**src/rtl/core/alkt_pkg.sv**
```systemverilog
// ----------------------------------------------------------------------------
// alkt_pkg: shared types and constants of the angle lag and Kalman tracker
// Field widths, fixed-point formats, register indexes, reset values and the
// control group of the shared multiply-accumulate unit.
// ----------------------------------------------------------------------------
`default_nettype none

package alkt_pkg;

    // Field widths
    localparam int ANGLE_W    = 25;
    localparam int DELTA_W    = 26;
    localparam int KANGLE_W   = 32;
    localparam int KDELTA_W   = 25;
    localparam int GAIN_W     = 31;
    localparam int COV_W      = 32;
    localparam int LAG_COEF_W = 16;
    localparam int NOISE_W    = 31;

    // Fixed-point formats
    localparam int ANGLE_FRAC_BITS = 16;
    localparam int COV_FRAC_BITS   = 30;
    localparam int LAG_FRAC_BITS   = 16;

    // Configuration port
    localparam int CFG_IDX_W  = 2;
    localparam int CFG_DATA_W = 31;

    localparam logic [CFG_IDX_W-1:0] REG_FILTER_ENABLE     = 2'd0;
    localparam logic [CFG_IDX_W-1:0] REG_LAG_COEFF         = 2'd1;
    localparam logic [CFG_IDX_W-1:0] REG_PROCESS_NOISE     = 2'd2;
    localparam logic [CFG_IDX_W-1:0] REG_MEASUREMENT_NOISE = 2'd3;

    localparam logic                  RST_FILTER_ENABLE     = 1'b1;
    localparam logic [LAG_COEF_W-1:0] RST_LAG_COEFF         = 16'd63388;
    localparam logic [NOISE_W-1:0]    RST_PROCESS_NOISE     = 31'd10737;
    localparam logic [NOISE_W-1:0]    RST_MEASUREMENT_NOISE = 31'd10737418;

    // Covariance arithmetic widths
    localparam int PM_W  = COV_W + 1;   // P + Q
    localparam int DEN_W = COV_W + 2;   // P + Q + R

    localparam logic [GAIN_W-1:0] COV_ONE = 31'd1073741824;

    // Half and full turn in Q9.16, at delta width
    localparam logic signed [DELTA_W-1:0] HALF_TURN = 26'sd11796480;
    localparam logic signed [DELTA_W-1:0] FULL_TURN = 26'sd23592960;

    // Shared multiplier: 18 x 34 signed, 65-bit accumulator
    localparam int MAC_A_W   = 18;
    localparam int MAC_B_W   = 34;
    localparam int MAC_P_W   = MAC_A_W + MAC_B_W;
    localparam int MAC_ACC_W = 65;
    localparam int MAC_SHIFT = 16;

    typedef struct packed {
        logic mul_en;   // load the product register
        logic acc_en;   // add the product into the accumulator
        logic clr;      // start a new sum
        logic sh16;     // weight the product by 2^16
    } t_mac_ctl;

    // Fold an angle into [-180, +180]; one step covers the input range
    function automatic logic signed [ANGLE_W-1:0] wrap_angle(
        input logic signed [DELTA_W-1:0] a
    );
        logic signed [DELTA_W-1:0] r;
        begin
            r = a;
            if (a > HALF_TURN) begin
                r = a - FULL_TURN;
            end else if (a < -HALF_TURN) begin
                r = a + FULL_TURN;
            end
            return r[ANGLE_W-1:0];
        end
    endfunction

endpackage

`default_nettype wire

```
**src/rtl/core/alkt_div.sv**
```systemverilog
// ----------------------------------------------------------------------------
// alkt_div: iterative gain divider
// Restoring division of num * 2^30 by den, one quotient bit per cycle.
// ----------------------------------------------------------------------------
`default_nettype none

module alkt_div (
    input  wire logic                       i_clk,
    input  wire logic                       i_rst_n,
    input  wire logic                       i_start,
    input  wire logic [alkt_pkg::PM_W-1:0]  i_num,
    input  wire logic [alkt_pkg::DEN_W-1:0] i_den,
    output logic                            o_done,
    output logic [alkt_pkg::GAIN_W-1:0]     o_quot
);

    localparam int STEPS = alkt_pkg::GAIN_W;
    localparam int CNT_W = $clog2(STEPS);
    localparam int REM_W = alkt_pkg::DEN_W + 1;
    localparam int QW    = alkt_pkg::GAIN_W;

    logic             r_busy;
    logic             r_done;
    logic [CNT_W-1:0] r_cnt;
    logic [REM_W-1:0] r_rem;
    logic [alkt_pkg::DEN_W-1:0] r_den;
    logic [QW-1:0]    r_quot;

    logic             ge;
    logic [REM_W-1:0] rem_sub;

    always_comb begin
        ge      = r_rem >= REM_W'(r_den);
        rem_sub = ge ? (r_rem - REM_W'(r_den)) : r_rem;
    end

    always_ff @(posedge i_clk) begin
        if (!i_rst_n) begin
            r_busy <= 1'b0;
            r_done <= 1'b0;
            r_cnt  <= '0;
        end else begin
            r_done <= 1'b0;
            if (i_start) begin
                r_busy <= 1'b1;
                r_cnt  <= '0;
            end else if (r_busy) begin
                if (r_cnt == CNT_W'(STEPS - 1)) begin
                    r_busy <= 1'b0;
                    r_done <= 1'b1;
                end else begin
                    r_cnt <= r_cnt + 1'b1;
                end
            end
        end
    end

    always_ff @(posedge i_clk) begin
        if (i_start) begin
            r_rem  <= REM_W'(i_num);
            r_den  <= i_den;
            r_quot <= '0;
        end else if (r_busy) begin
            r_quot <= {r_quot[QW-2:0], ge};
            r_rem  <= {rem_sub[REM_W-2:0], 1'b0};
        end
    end

    // zero denominator gives no gain
    always_comb begin
        if (r_den == '0) begin
            o_quot = '0;
        end else if (r_quot > alkt_pkg::COV_ONE) begin
            o_quot = alkt_pkg::COV_ONE;
        end else begin
            o_quot = r_quot;
        end
    end

    assign o_done = r_done;

endmodule

`default_nettype wire

```
**src/rtl/core/alkt_mac.sv**
```systemverilog
// ----------------------------------------------------------------------------
// alkt_mac: shared multiply-accumulate unit
// Registered 18 x 34 signed product, then a 65-bit accumulator with an
// optional 2^16 weight on the addend.
// ----------------------------------------------------------------------------
`default_nettype none

module alkt_mac (
    input  wire logic                                 i_clk,
    input  wire alkt_pkg::t_mac_ctl                   i_ctl,
    input  wire logic signed [alkt_pkg::MAC_A_W-1:0]  i_a,
    input  wire logic signed [alkt_pkg::MAC_B_W-1:0]  i_b,
    output logic signed [alkt_pkg::MAC_ACC_W-1:0]     o_acc
);

    localparam int PW = alkt_pkg::MAC_P_W;
    localparam int AW = alkt_pkg::MAC_ACC_W;

    logic signed [PW-1:0] r_prod;
    logic signed [AW-1:0] r_acc;
    logic signed [AW-1:0] prod_ext;
    logic signed [AW-1:0] addend;
    logic signed [AW-1:0] base;

    always_comb begin
        prod_ext = AW'(r_prod);
        addend   = i_ctl.sh16 ? (prod_ext <<< alkt_pkg::MAC_SHIFT) : prod_ext;
        base     = i_ctl.clr ? '0 : r_acc;
    end

    always_ff @(posedge i_clk) begin
        if (i_ctl.mul_en) begin
            r_prod <= i_a * i_b;
        end
        if (i_ctl.acc_en) begin
            r_acc <= base + addend;
        end
    end

    assign o_acc = r_acc;

endmodule

`default_nettype wire

```
**src/rtl/core/angle_lag_and_kalman_tracker_unit.sv**
```systemverilog
// ----------------------------------------------------------------------------
// angle_lag_and_kalman_tracker_unit: angle tracker with lag and Kalman filter
// Integrates a per-tick velocity into a wrapped angle, runs a first-order lag
// on it and a scalar Kalman filter on the velocity with a saturating sum.
// ----------------------------------------------------------------------------
// Usage
//   Input channel: one request per tick (velocity, override flag and angle),
//   taken when i_valid is high and o_stall is low. Output channel: one result
//   per enabled tick on o_valid / i_stall, held in an output register.
//   Configuration: i_cfg_we writes i_cfg_index with i_cfg_data at once; write
//   only while the block is idle.
//   Timing: an enabled request runs through a set-up step, the bit-serial
//   gain divider and a hand-over step, then the shared multiplier (six
//   partial products, pipelined into one accumulator), then commit. A
//   disabled request only applies the override.
//   o_stall stays high while a request is at work.
//   Stall: the output register holds a finished result while i_stall is high;
//   the next request is still taken, and its commit waits for a free output.
//   Reset: i_rst_n, synchronous and active low, restores the register reset
//   values, clears angle, lag, estimate and sum, sets covariance to 1.0 and
//   drops any pending result.
// ----------------------------------------------------------------------------
`default_nettype none

module angle_lag_and_kalman_tracker_unit (
    input  wire logic                                   i_clk,
    input  wire logic                                   i_rst_n,
    // configuration
    input  wire logic                                   i_cfg_we,
    input  wire logic [alkt_pkg::CFG_IDX_W-1:0]         i_cfg_index,
    input  wire logic [alkt_pkg::CFG_DATA_W-1:0]        i_cfg_data,
    // request channel
    input  wire logic                                   i_valid,
    output logic                                        o_stall,
    input  wire logic signed [alkt_pkg::ANGLE_W-1:0]    i_velocity_measurement,
    input  wire logic                                   i_override_enable,
    input  wire logic signed [alkt_pkg::ANGLE_W-1:0]    i_override_angle,
    // result channel
    output logic                                        o_valid,
    input  wire logic                                   i_stall,
    output logic signed [alkt_pkg::ANGLE_W-1:0]         o_angle,
    output logic signed [alkt_pkg::DELTA_W-1:0]         o_angle_delta,
    output logic signed [alkt_pkg::ANGLE_W-1:0]         o_lag_angle,
    output logic signed [alkt_pkg::DELTA_W-1:0]         o_lag_delta,
    output logic signed [alkt_pkg::KANGLE_W-1:0]        o_kalman_angle,
    output logic signed [alkt_pkg::KDELTA_W-1:0]        o_kalman_delta,
    output logic [alkt_pkg::GAIN_W-1:0]                 o_kalman_gain
);

    localparam int AW   = alkt_pkg::ANGLE_W;
    localparam int DW   = alkt_pkg::DELTA_W;
    localparam int KW   = alkt_pkg::KANGLE_W;
    localparam int KDW  = alkt_pkg::KDELTA_W;
    localparam int GW   = alkt_pkg::GAIN_W;
    localparam int CW   = alkt_pkg::COV_W;
    localparam int LCW  = alkt_pkg::LAG_COEF_W;
    localparam int NW   = alkt_pkg::NOISE_W;
    localparam int PMW  = alkt_pkg::PM_W;
    localparam int DENW = alkt_pkg::DEN_W;
    localparam int MAW  = alkt_pkg::MAC_A_W;
    localparam int MBW  = alkt_pkg::MAC_B_W;
    localparam int ACW  = alkt_pkg::MAC_ACC_W;
    localparam int SUMW = KW + 1;
    localparam int HW   = alkt_pkg::MAC_SHIFT;

    // sequencer codes
    localparam logic [1:0] S_IDLE = 2'd0;
    localparam logic [1:0] S_PREP = 2'd1;
    localparam logic [1:0] S_DIV  = 2'd2;
    localparam logic [1:0] S_MUL  = 2'd3;

    localparam logic [2:0] STEP_LAG  = 3'd3;   // lag sum ready in accumulator
    localparam logic [2:0] STEP_CORR = 3'd5;   // correction sum ready
    localparam logic [2:0] STEP_LAST = 3'd7;   // covariance sum ready, commit

    localparam logic signed [SUMW-1:0] KSUM_MAX = 33'sh0_7FFF_FFFF;
    localparam logic signed [SUMW-1:0] KSUM_MIN = -33'sh0_8000_0000;

    // half-away-from-zero rounding shift
    function automatic logic signed [ACW-1:0] round_shift(
        input logic signed [ACW-1:0] v,
        input int unsigned           s
    );
        logic [ACW-1:0] mag;
        logic [ACW-1:0] res;
        begin
            mag = v[ACW-1] ? -v : v;
            mag = (mag + (ACW'(1) << (s - 1))) >> s;
            res = v[ACW-1] ? -mag : mag;
            return res;
        end
    endfunction

    // configuration registers
    logic            r_filter_en;
    logic [LCW-1:0]  r_lag_coeff;
    logic [NW-1:0]   r_q_noise;
    logic [NW-1:0]   r_r_noise;

    // filter state
    logic signed [AW-1:0] r_tracked;
    logic signed [AW-1:0] r_lag;
    logic signed [AW-1:0] r_xhat;
    logic [CW-1:0]        r_cov;
    logic signed [KW-1:0] r_int;
    logic signed [AW-1:0] r_prev;

    // working registers
    logic [1:0]            r_state;
    logic [2:0]            r_cnt;
    logic signed [AW-1:0]  r_vel;
    logic signed [AW-1:0]  r_wrap;
    logic                  r_ovr;
    logic signed [AW-1:0]  r_ovr_ang;
    logic signed [DW-1:0]  r_diff;
    logic [PMW-1:0]        r_pm;
    logic [GW-1:0]         r_gain;
    logic signed [AW-1:0]  r_lag_new;

    // output register
    logic                   r_out_valid;
    logic signed [AW-1:0]   r_o_angle;
    logic signed [DW-1:0]   r_o_angle_delta;
    logic signed [AW-1:0]   r_o_lag_angle;
    logic signed [DW-1:0]   r_o_lag_delta;
    logic signed [KW-1:0]   r_o_kalman_angle;
    logic signed [KDW-1:0]  r_o_kalman_delta;
    logic [GW-1:0]          r_o_kalman_gain;

    // combinational helpers
    logic                   in_accept;
    logic                   out_free;
    logic                   commit;
    logic [PMW-1:0]         pm;
    logic [DENW-1:0]        den;
    logic                   div_done;
    logic [GW-1:0]          div_quot;
    logic [LCW:0]           lag_comp;
    logic [GW-1:0]          gain_comp;
    alkt_pkg::t_mac_ctl     mac_ctl;
    logic signed [MAW-1:0]  mac_a;
    logic signed [MBW-1:0]  mac_b;
    logic signed [ACW-1:0]  mac_acc;
    logic signed [ACW-1:0]  lag_round;
    logic signed [ACW-1:0]  corr_round;
    logic [CW+1:0]          p_full;
    logic [CW-1:0]          p_sat;
    logic signed [SUMW-1:0] ksum;
    logic signed [KW-1:0]   int_new;
    logic signed [AW-1:0]   angle_new;

    assign in_accept = i_valid && (r_state == S_IDLE);
    assign out_free  = !r_out_valid || !i_stall;
    assign commit    = (r_state == S_MUL) && (r_cnt == STEP_LAST) && out_free;

    assign pm  = PMW'(r_cov) + PMW'(r_q_noise);
    assign den = DENW'(pm) + DENW'(r_r_noise);

    assign lag_comp  = (LCW + 1)'(1 << alkt_pkg::LAG_FRAC_BITS) - (LCW + 1)'(r_lag_coeff);
    assign gain_comp = alkt_pkg::COV_ONE - r_gain;

    // gain divider, started from the set-up cycle
    alkt_div u_div (
        .i_clk   (i_clk),
        .i_rst_n (i_rst_n),
        .i_start (r_state == S_PREP),
        .i_num   (pm),
        .i_den   (den),
        .o_done  (div_done),
        .o_quot  (div_quot)
    );

    // multiplier schedule: product k issues on step k and passes through the product register into the sum
    always_comb begin
        mac_ctl.mul_en = (r_state == S_MUL) && (r_cnt <= 3'd5);
        mac_ctl.acc_en = (r_state == S_MUL) && (r_cnt >= 3'd1) && (r_cnt <= 3'd6);
        mac_ctl.clr    = r_cnt inside {3'd1, 3'd3, 3'd5};
        mac_ctl.sh16   = r_cnt inside {3'd4, 3'd6};
        case (r_cnt)
            3'd0: begin
                mac_a = MAW'(r_lag_coeff);
                mac_b = MBW'(r_lag);
            end
            3'd1: begin
                mac_a = MAW'(lag_comp);
                mac_b = MBW'(r_wrap);
            end
            3'd2: begin
                mac_a = MAW'(r_gain[HW-1:0]);
                mac_b = MBW'(r_diff);
            end
            3'd3: begin
                mac_a = MAW'(r_gain[GW-1:HW]);
                mac_b = MBW'(r_diff);
            end
            3'd4: begin
                mac_a = MAW'(gain_comp[HW-1:0]);
                mac_b = MBW'(r_pm);
            end
            3'd5: begin
                mac_a = MAW'(gain_comp[GW-1:HW]);
                mac_b = MBW'(r_pm);
            end
            default: begin
                mac_a = '0;
                mac_b = '0;
            end
        endcase
    end

    alkt_mac u_mac (
        .i_clk (i_clk),
        .i_ctl (mac_ctl),
        .i_a   (mac_a),
        .i_b   (mac_b),
        .o_acc (mac_acc)
    );

    // finishing arithmetic on the accumulator
    always_comb begin
        lag_round  = round_shift(mac_acc, alkt_pkg::LAG_FRAC_BITS);
        corr_round = round_shift(mac_acc, alkt_pkg::COV_FRAC_BITS);
        p_full     = mac_acc[alkt_pkg::COV_FRAC_BITS +: CW + 2];
        p_sat      = (p_full[CW+1:CW] != 2'b00) ? '1 : p_full[CW-1:0];
        ksum       = SUMW'(r_int) + SUMW'(r_xhat);
        if (ksum > KSUM_MAX) begin
            int_new = KSUM_MAX[KW-1:0];
        end else if (ksum < KSUM_MIN) begin
            int_new = KSUM_MIN[KW-1:0];
        end else begin
            int_new = ksum[KW-1:0];
        end
        angle_new  = r_ovr ? r_ovr_ang : r_wrap;
    end

    // configuration writes
    always_ff @(posedge i_clk) begin
        if (!i_rst_n) begin
            r_filter_en <= alkt_pkg::RST_FILTER_ENABLE;
            r_lag_coeff <= alkt_pkg::RST_LAG_COEFF;
            r_q_noise   <= alkt_pkg::RST_PROCESS_NOISE;
            r_r_noise   <= alkt_pkg::RST_MEASUREMENT_NOISE;
        end else if (i_cfg_we) begin
            case (i_cfg_index)
                alkt_pkg::REG_FILTER_ENABLE:     r_filter_en <= i_cfg_data[0];
                alkt_pkg::REG_LAG_COEFF:         r_lag_coeff <= i_cfg_data[LCW-1:0];
                alkt_pkg::REG_PROCESS_NOISE:     r_q_noise   <= i_cfg_data[NW-1:0];
                alkt_pkg::REG_MEASUREMENT_NOISE: r_r_noise   <= i_cfg_data[NW-1:0];
                default: ;
            endcase
        end
    end

    // sequencer and filter state
    always_ff @(posedge i_clk) begin
        if (!i_rst_n) begin
            r_state   <= S_IDLE;
            r_cnt     <= '0;
            r_tracked <= '0;
            r_lag     <= '0;
            r_xhat    <= '0;
            r_cov     <= CW'(alkt_pkg::COV_ONE);
            r_int     <= '0;
            r_prev    <= '0;
        end else begin
            case (r_state)
                S_IDLE: begin
                    if (in_accept) begin
                        if (r_filter_en) begin
                            r_state <= S_PREP;
                        end else if (i_override_enable) begin
                            // disabled tick: apply the override only
                            r_tracked <= alkt_pkg::wrap_angle(DW'(i_override_angle));
                        end
                    end
                end
                S_PREP: begin
                    r_state <= S_DIV;
                end
                S_DIV: begin
                    if (div_done) begin
                        r_state <= S_MUL;
                        r_cnt   <= '0;
                    end
                end
                S_MUL: begin
                    if (r_cnt != STEP_LAST) begin
                        r_cnt <= r_cnt + 1'b1;
                    end
                    if (r_cnt == STEP_CORR) begin
                        r_xhat <= AW'(DW'(r_xhat) + corr_round[DW-1:0]);
                    end
                    if (commit) begin
                        r_tracked <= angle_new;
                        r_lag     <= r_lag_new;
                        r_cov     <= p_sat;
                        r_int     <= int_new;
                        r_prev    <= angle_new;
                        r_state   <= S_IDLE;
                    end
                end
                default: begin
                    r_state <= S_IDLE;
                end
            endcase
        end
    end

    // working payload
    always_ff @(posedge i_clk) begin
        if (in_accept) begin
            r_vel     <= i_velocity_measurement;
            r_wrap    <= alkt_pkg::wrap_angle(DW'(r_tracked) + DW'(i_velocity_measurement));
            r_ovr     <= i_override_enable;
            r_ovr_ang <= alkt_pkg::wrap_angle(DW'(i_override_angle));
        end
        if (r_state == S_PREP) begin
            r_pm   <= pm;
            r_diff <= DW'(r_vel) - DW'(r_xhat);
        end
        if ((r_state == S_DIV) && div_done) begin
            r_gain <= div_quot;
        end
        if ((r_state == S_MUL) && (r_cnt == STEP_LAG)) begin
            r_lag_new <= lag_round[AW-1:0];
        end
    end

    // output register: hold while stalled, drop once taken
    always_ff @(posedge i_clk) begin
        if (!i_rst_n) begin
            r_out_valid <= 1'b0;
        end else if (commit) begin
            r_out_valid <= 1'b1;
        end else if (!i_stall) begin
            r_out_valid <= 1'b0;
        end
    end

    always_ff @(posedge i_clk) begin
        if (commit) begin
            r_o_angle        <= angle_new;
            r_o_angle_delta  <= DW'(angle_new) - DW'(r_prev);
            r_o_lag_angle    <= r_lag_new;
            r_o_lag_delta    <= DW'(r_lag_new) - DW'(r_lag);
            r_o_kalman_angle <= int_new;
            r_o_kalman_delta <= KDW'(SUMW'(int_new) - SUMW'(r_int));
            r_o_kalman_gain  <= r_gain;
        end
    end

    assign o_stall        = (r_state != S_IDLE);
    assign o_valid        = r_out_valid;
    assign o_angle        = r_o_angle;
    assign o_angle_delta  = r_o_angle_delta;
    assign o_lag_angle    = r_o_lag_angle;
    assign o_lag_delta    = r_o_lag_delta;
    assign o_kalman_angle = r_o_kalman_angle;
    assign o_kalman_delta = r_o_kalman_delta;
    assign o_kalman_gain  = r_o_kalman_gain;

endmodule

`default_nettype wire

```
**config.mk**
```make
export PLATFORM = sky130hd
export DESIGN_NAME = angle_lag_and_kalman_tracker_unit
export DESIGN_NICKNAME = d
export VERILOG_FILES = /design/src/rtl/core/alkt_pkg.sv /design/src/rtl/core/alkt_div.sv /design/src/rtl/core/alkt_mac.sv /design/src/rtl/core/angle_lag_and_kalman_tracker_unit.sv
export SDC_FILE = /design/constraint.sdc
export NUM_CORES = 2
export LEC_CHECK = 0
export BUFFER_PORTS_ARGS = -buffer_cell sky130_fd_sc_hd__buf_4
export CAP_MARGIN = 20
export CORE_UTILIZATION = 40
export CTS_BUF_LIST = sky130_fd_sc_hd__clkbuf_2 sky130_fd_sc_hd__clkbuf_4 sky130_fd_sc_hd__clkbuf_8
export DETAILED_ROUTE_END_ITERATION = 10
export PLACE_DENSITY_LB_ADDON = 0.12
export SLEW_MARGIN = 20
export SYNTH_ARGS = -nofsm -noshare
export SYNTH_HDL_FRONTEND = slang
export SYNTH_SLANG_ARGS = --single-unit
```
**constraint.sdc**
```tcl
create_clock -name i_clk -period 12.5 [get_ports i_clk]
set_clock_uncertainty 0.1 [all_clocks]
set_input_delay 0.625 -clock i_clk [delete_from_list [all_inputs] [get_ports i_clk]]
set_output_delay 0.625 -clock i_clk [all_outputs]
set_load 0.02 [all_outputs]
```
==> flow_summary.toml <==
[worst_setup_path]
path_common_cell = "fa_1"
slowest_stage = "o31ai_1"
cpPeakStageDelay_ns = 0.71
criticalPathCategory = "flip-flop to flip-flop"
critPathBufInv = 4
required_ns = 13.07
worstPathMaxFanout = 16
arrival_ns = 11.80
endpoint_kind = "flip-flop"
critPathLaunchType = "flip-flop"
crit_family = "adder cells"

[floorplan]
rows = 155
die_h_um = 427
io-pin-count = 281
initial_core_util_pct = 40.4
fp.coreArea_mm2 = 0.179
die_area_mm2 = 0.183
die-width_um = 427

[grt]
track_usage_pct = 26.3
grt_antenna_before_repair = 9
overflow = 0
grt_pass1_vias = 57500
grt_max_degree = 118
grt_pass1_wl_um = 360000

[power]
p_total_mw = 9.75
p_seq_share_pct = 38.8
ir_worst_vdd_v = 0.000101
p_sw_share_pct = 34.4
cellLeakagePower_nw = 35.5
power_frac_clock_pct = 31.0
internal_power_mw = 6.39
power.density_mw_per_mm2 = 119
pwr-share-comb_pct = 30.2
p_switching_mw = 3.36

[clock_network]
cts_made_buffers = 157
cts_tree = "built"
ctsResizeCount = 0
ctsRootBufferMaster = "clkbuf_8"
cts_buffer_depth = 3
clkTransAtPathRegs_ns = 0.07
clk_latency_ns = 0.94
h-tree-depth = 4
cts.sink_count = 854

[synthesis]
synth_commonest_cells = "inv_1, nand2_1, nor2_1"
ys_ff_latch = 854
synth_most_common_cell = "inv_1"
synth_top_cell_by_area = "edfxtp_1"
synth_warnings = 0
synthTopCellsByArea = "edfxtp_1, fa_1, ha_1"
synthArstFlopShare_pct = 0
synth-edff-count = 565
synth_area_mm2 = 0.0724
ys_seq_area_share_pct = 31.4
syn_inst = 7796
syn-num-nets = 8933
synthFlopType = "edfxtp_1"
yosys.area.top_type_share_pct = 23.4
avgSynthCellArea_um2 = 9.28
ys_types = 94

[min_path]
hold_class = "primary input to flip-flop"

[timing]
slew_headroom_pct = 24.2
period_share_pct = 89.8
hold_viol = 0
drv_slew = 0
setup_viol = 0
worst_pin_slew_ns = 1.14
hold_ws_ns = 0.122
finalSetupTns_ns = 0
min_period_ns = 11.22
max_freq_mhz = 89.1
rsz0062_at_grt = "false"

[detailed_routing]
finalWirelength_um = 240000
num_vias = 57600
drt_iter0_drc = 4299
drt_first_pass_iters = 6
drt-vias-per-instance = 5.42
drcViolationCount = 0
detail-route-antenna-nets = 0
routedWlPerCell_um = 22.6

[placement]
hpwlAfterDp_um = 188000
portBuffers = 280
gp_congestion = 0.959

[cells_and_area]
drive_above_1_share_pct = 10.3
area_growth_pct = 12.9
final_core_util_pct = 45.6
layout.nets = 9264

[job]
maxCapViolations = 0

[run_status]
outcome = "complete, no violations"
## stage by stage
step,cell area [um2],setup slack (ns),std cells
floorplan,72400,2.50,7796
global placement,77300,1.45,10200
detailed placement,77300,1.41,10200
CTS,81600,1.39,10600
global route,81700,0.705,10600
finish,81700,1.28,10600
## routing by layer
| metal | track usage (%) | wire [um] |
|---|---|---|
| met4 | 8.77 | 8330 |
| met3 | 4.23 | 14300 |
| met1 | 36.0 | 108000 |
| met2 | 42.1 | 109000 |
| met5 | 0 | 7 |
## tightest hold or removal path: stages
cell and delay (ns):
buf_4 0.14, nor3b_1 0.17, mux2i_1 0.12, nand2_1 0.06
## worst paths after layout
path	slack, ns	end	depth (start not counted)	startpoint
setup reg to reg	1.28	u_mac.r_prod[51]	34	r_gain[10]
hold reg to reg	0.37	r_int[30]	2	r_int[30]
setup / recovery	1.28	u_mac.r_prod[51]	34	r_gain[10]
hold / removal	0.12	r_filter_en	4	i_cfg_we
## power by group through the flow
| stage | sequential (mW) | combinational [mW] | clock [mW] |
|---|---|---|---|
| after floorplan | 3.65 | 2.20 | 0 |
| after global placement | 3.83 | 2.86 | 0 |
| after detailed placement | 3.84 | 2.87 | 0 |
| after CTS | 3.78 | 2.93 | 3.10 |
| after global routing | 3.80 | 3.29 | 3.21 |
| final | 3.78 | 2.95 | 3.02 |
## cell type report
cell class / count / area, um2
fillers: 17200 / 97300
inverters: 917 / 3450
clock buffers: 215 / 2690
flip-flops and latches: 854 / 22800
diodes: 4 / 10.0
clock inverters: 79 / 802
repair buffers: 475 / 3810
multi-input cells: 5722 / 45200
well taps: 2355 / 2950
## registers in the layout (all words and copies together) (netlist names), 26 cells and up
signal	flops
o_angle_delta	26
o_kalman_angle	32
o_kalman_gain	31
o_lag_delta	26
r_cov	32
r_diff	26
r_gain	31
r_int	32
r_pm	33
r_q_noise	31
r_r_noise	31
u_div.r_den	34
u_div.r_quot	31
u_div.r_rem	35
u_mac.o_acc	65
u_mac.r_prod	52
## cell usage in the layout (no fill, tap or decap), drive strengths merged, types with 58 or more instances in the layout
master / instances
nor3: 133
o21a: 58
edfxtp: 565
nand2b: 64
a21oi: 375
inv: 924
nor2: 747
fa: 562
mux2: 66
a21o: 147
a211oi: 68
a21boi: 105
nand3: 145
dlygate4sd3: 84
clkbuf: 215
dfxtp: 289
and2: 158
ha: 486
mux2i: 88
nor2b: 109
xor2: 130
o21ai: 290
xnor2: 350
nand2: 889
buf: 391
## timing repair
| item | 4_1_cts | 5_1_grt |
|---|---|---|
| endpoints found under the setup margin | 0 | 0 |
| hold buffers | 84 | 0 |
| hold endpoints to repair | 146 | 0 |
| buffers inserted | 0 | 0 |
## cells by family (layout without fill, tap and decap cells)
logic type      Yosys count  in the layout  synth area share (%)
simple gates           2525           2525                  16.0
fa+ha+maj              1050           1050                  24.0
compound gates         1512           1512                  14.1
mux                     154            154                  2.24
other cells               0              4                     0
buf+inv                1220           1686                  6.35
xor+xnor                481            481                  5.84
flops                   854            854                  31.4
Note: power is estimated with default switching activity, not from simulation.
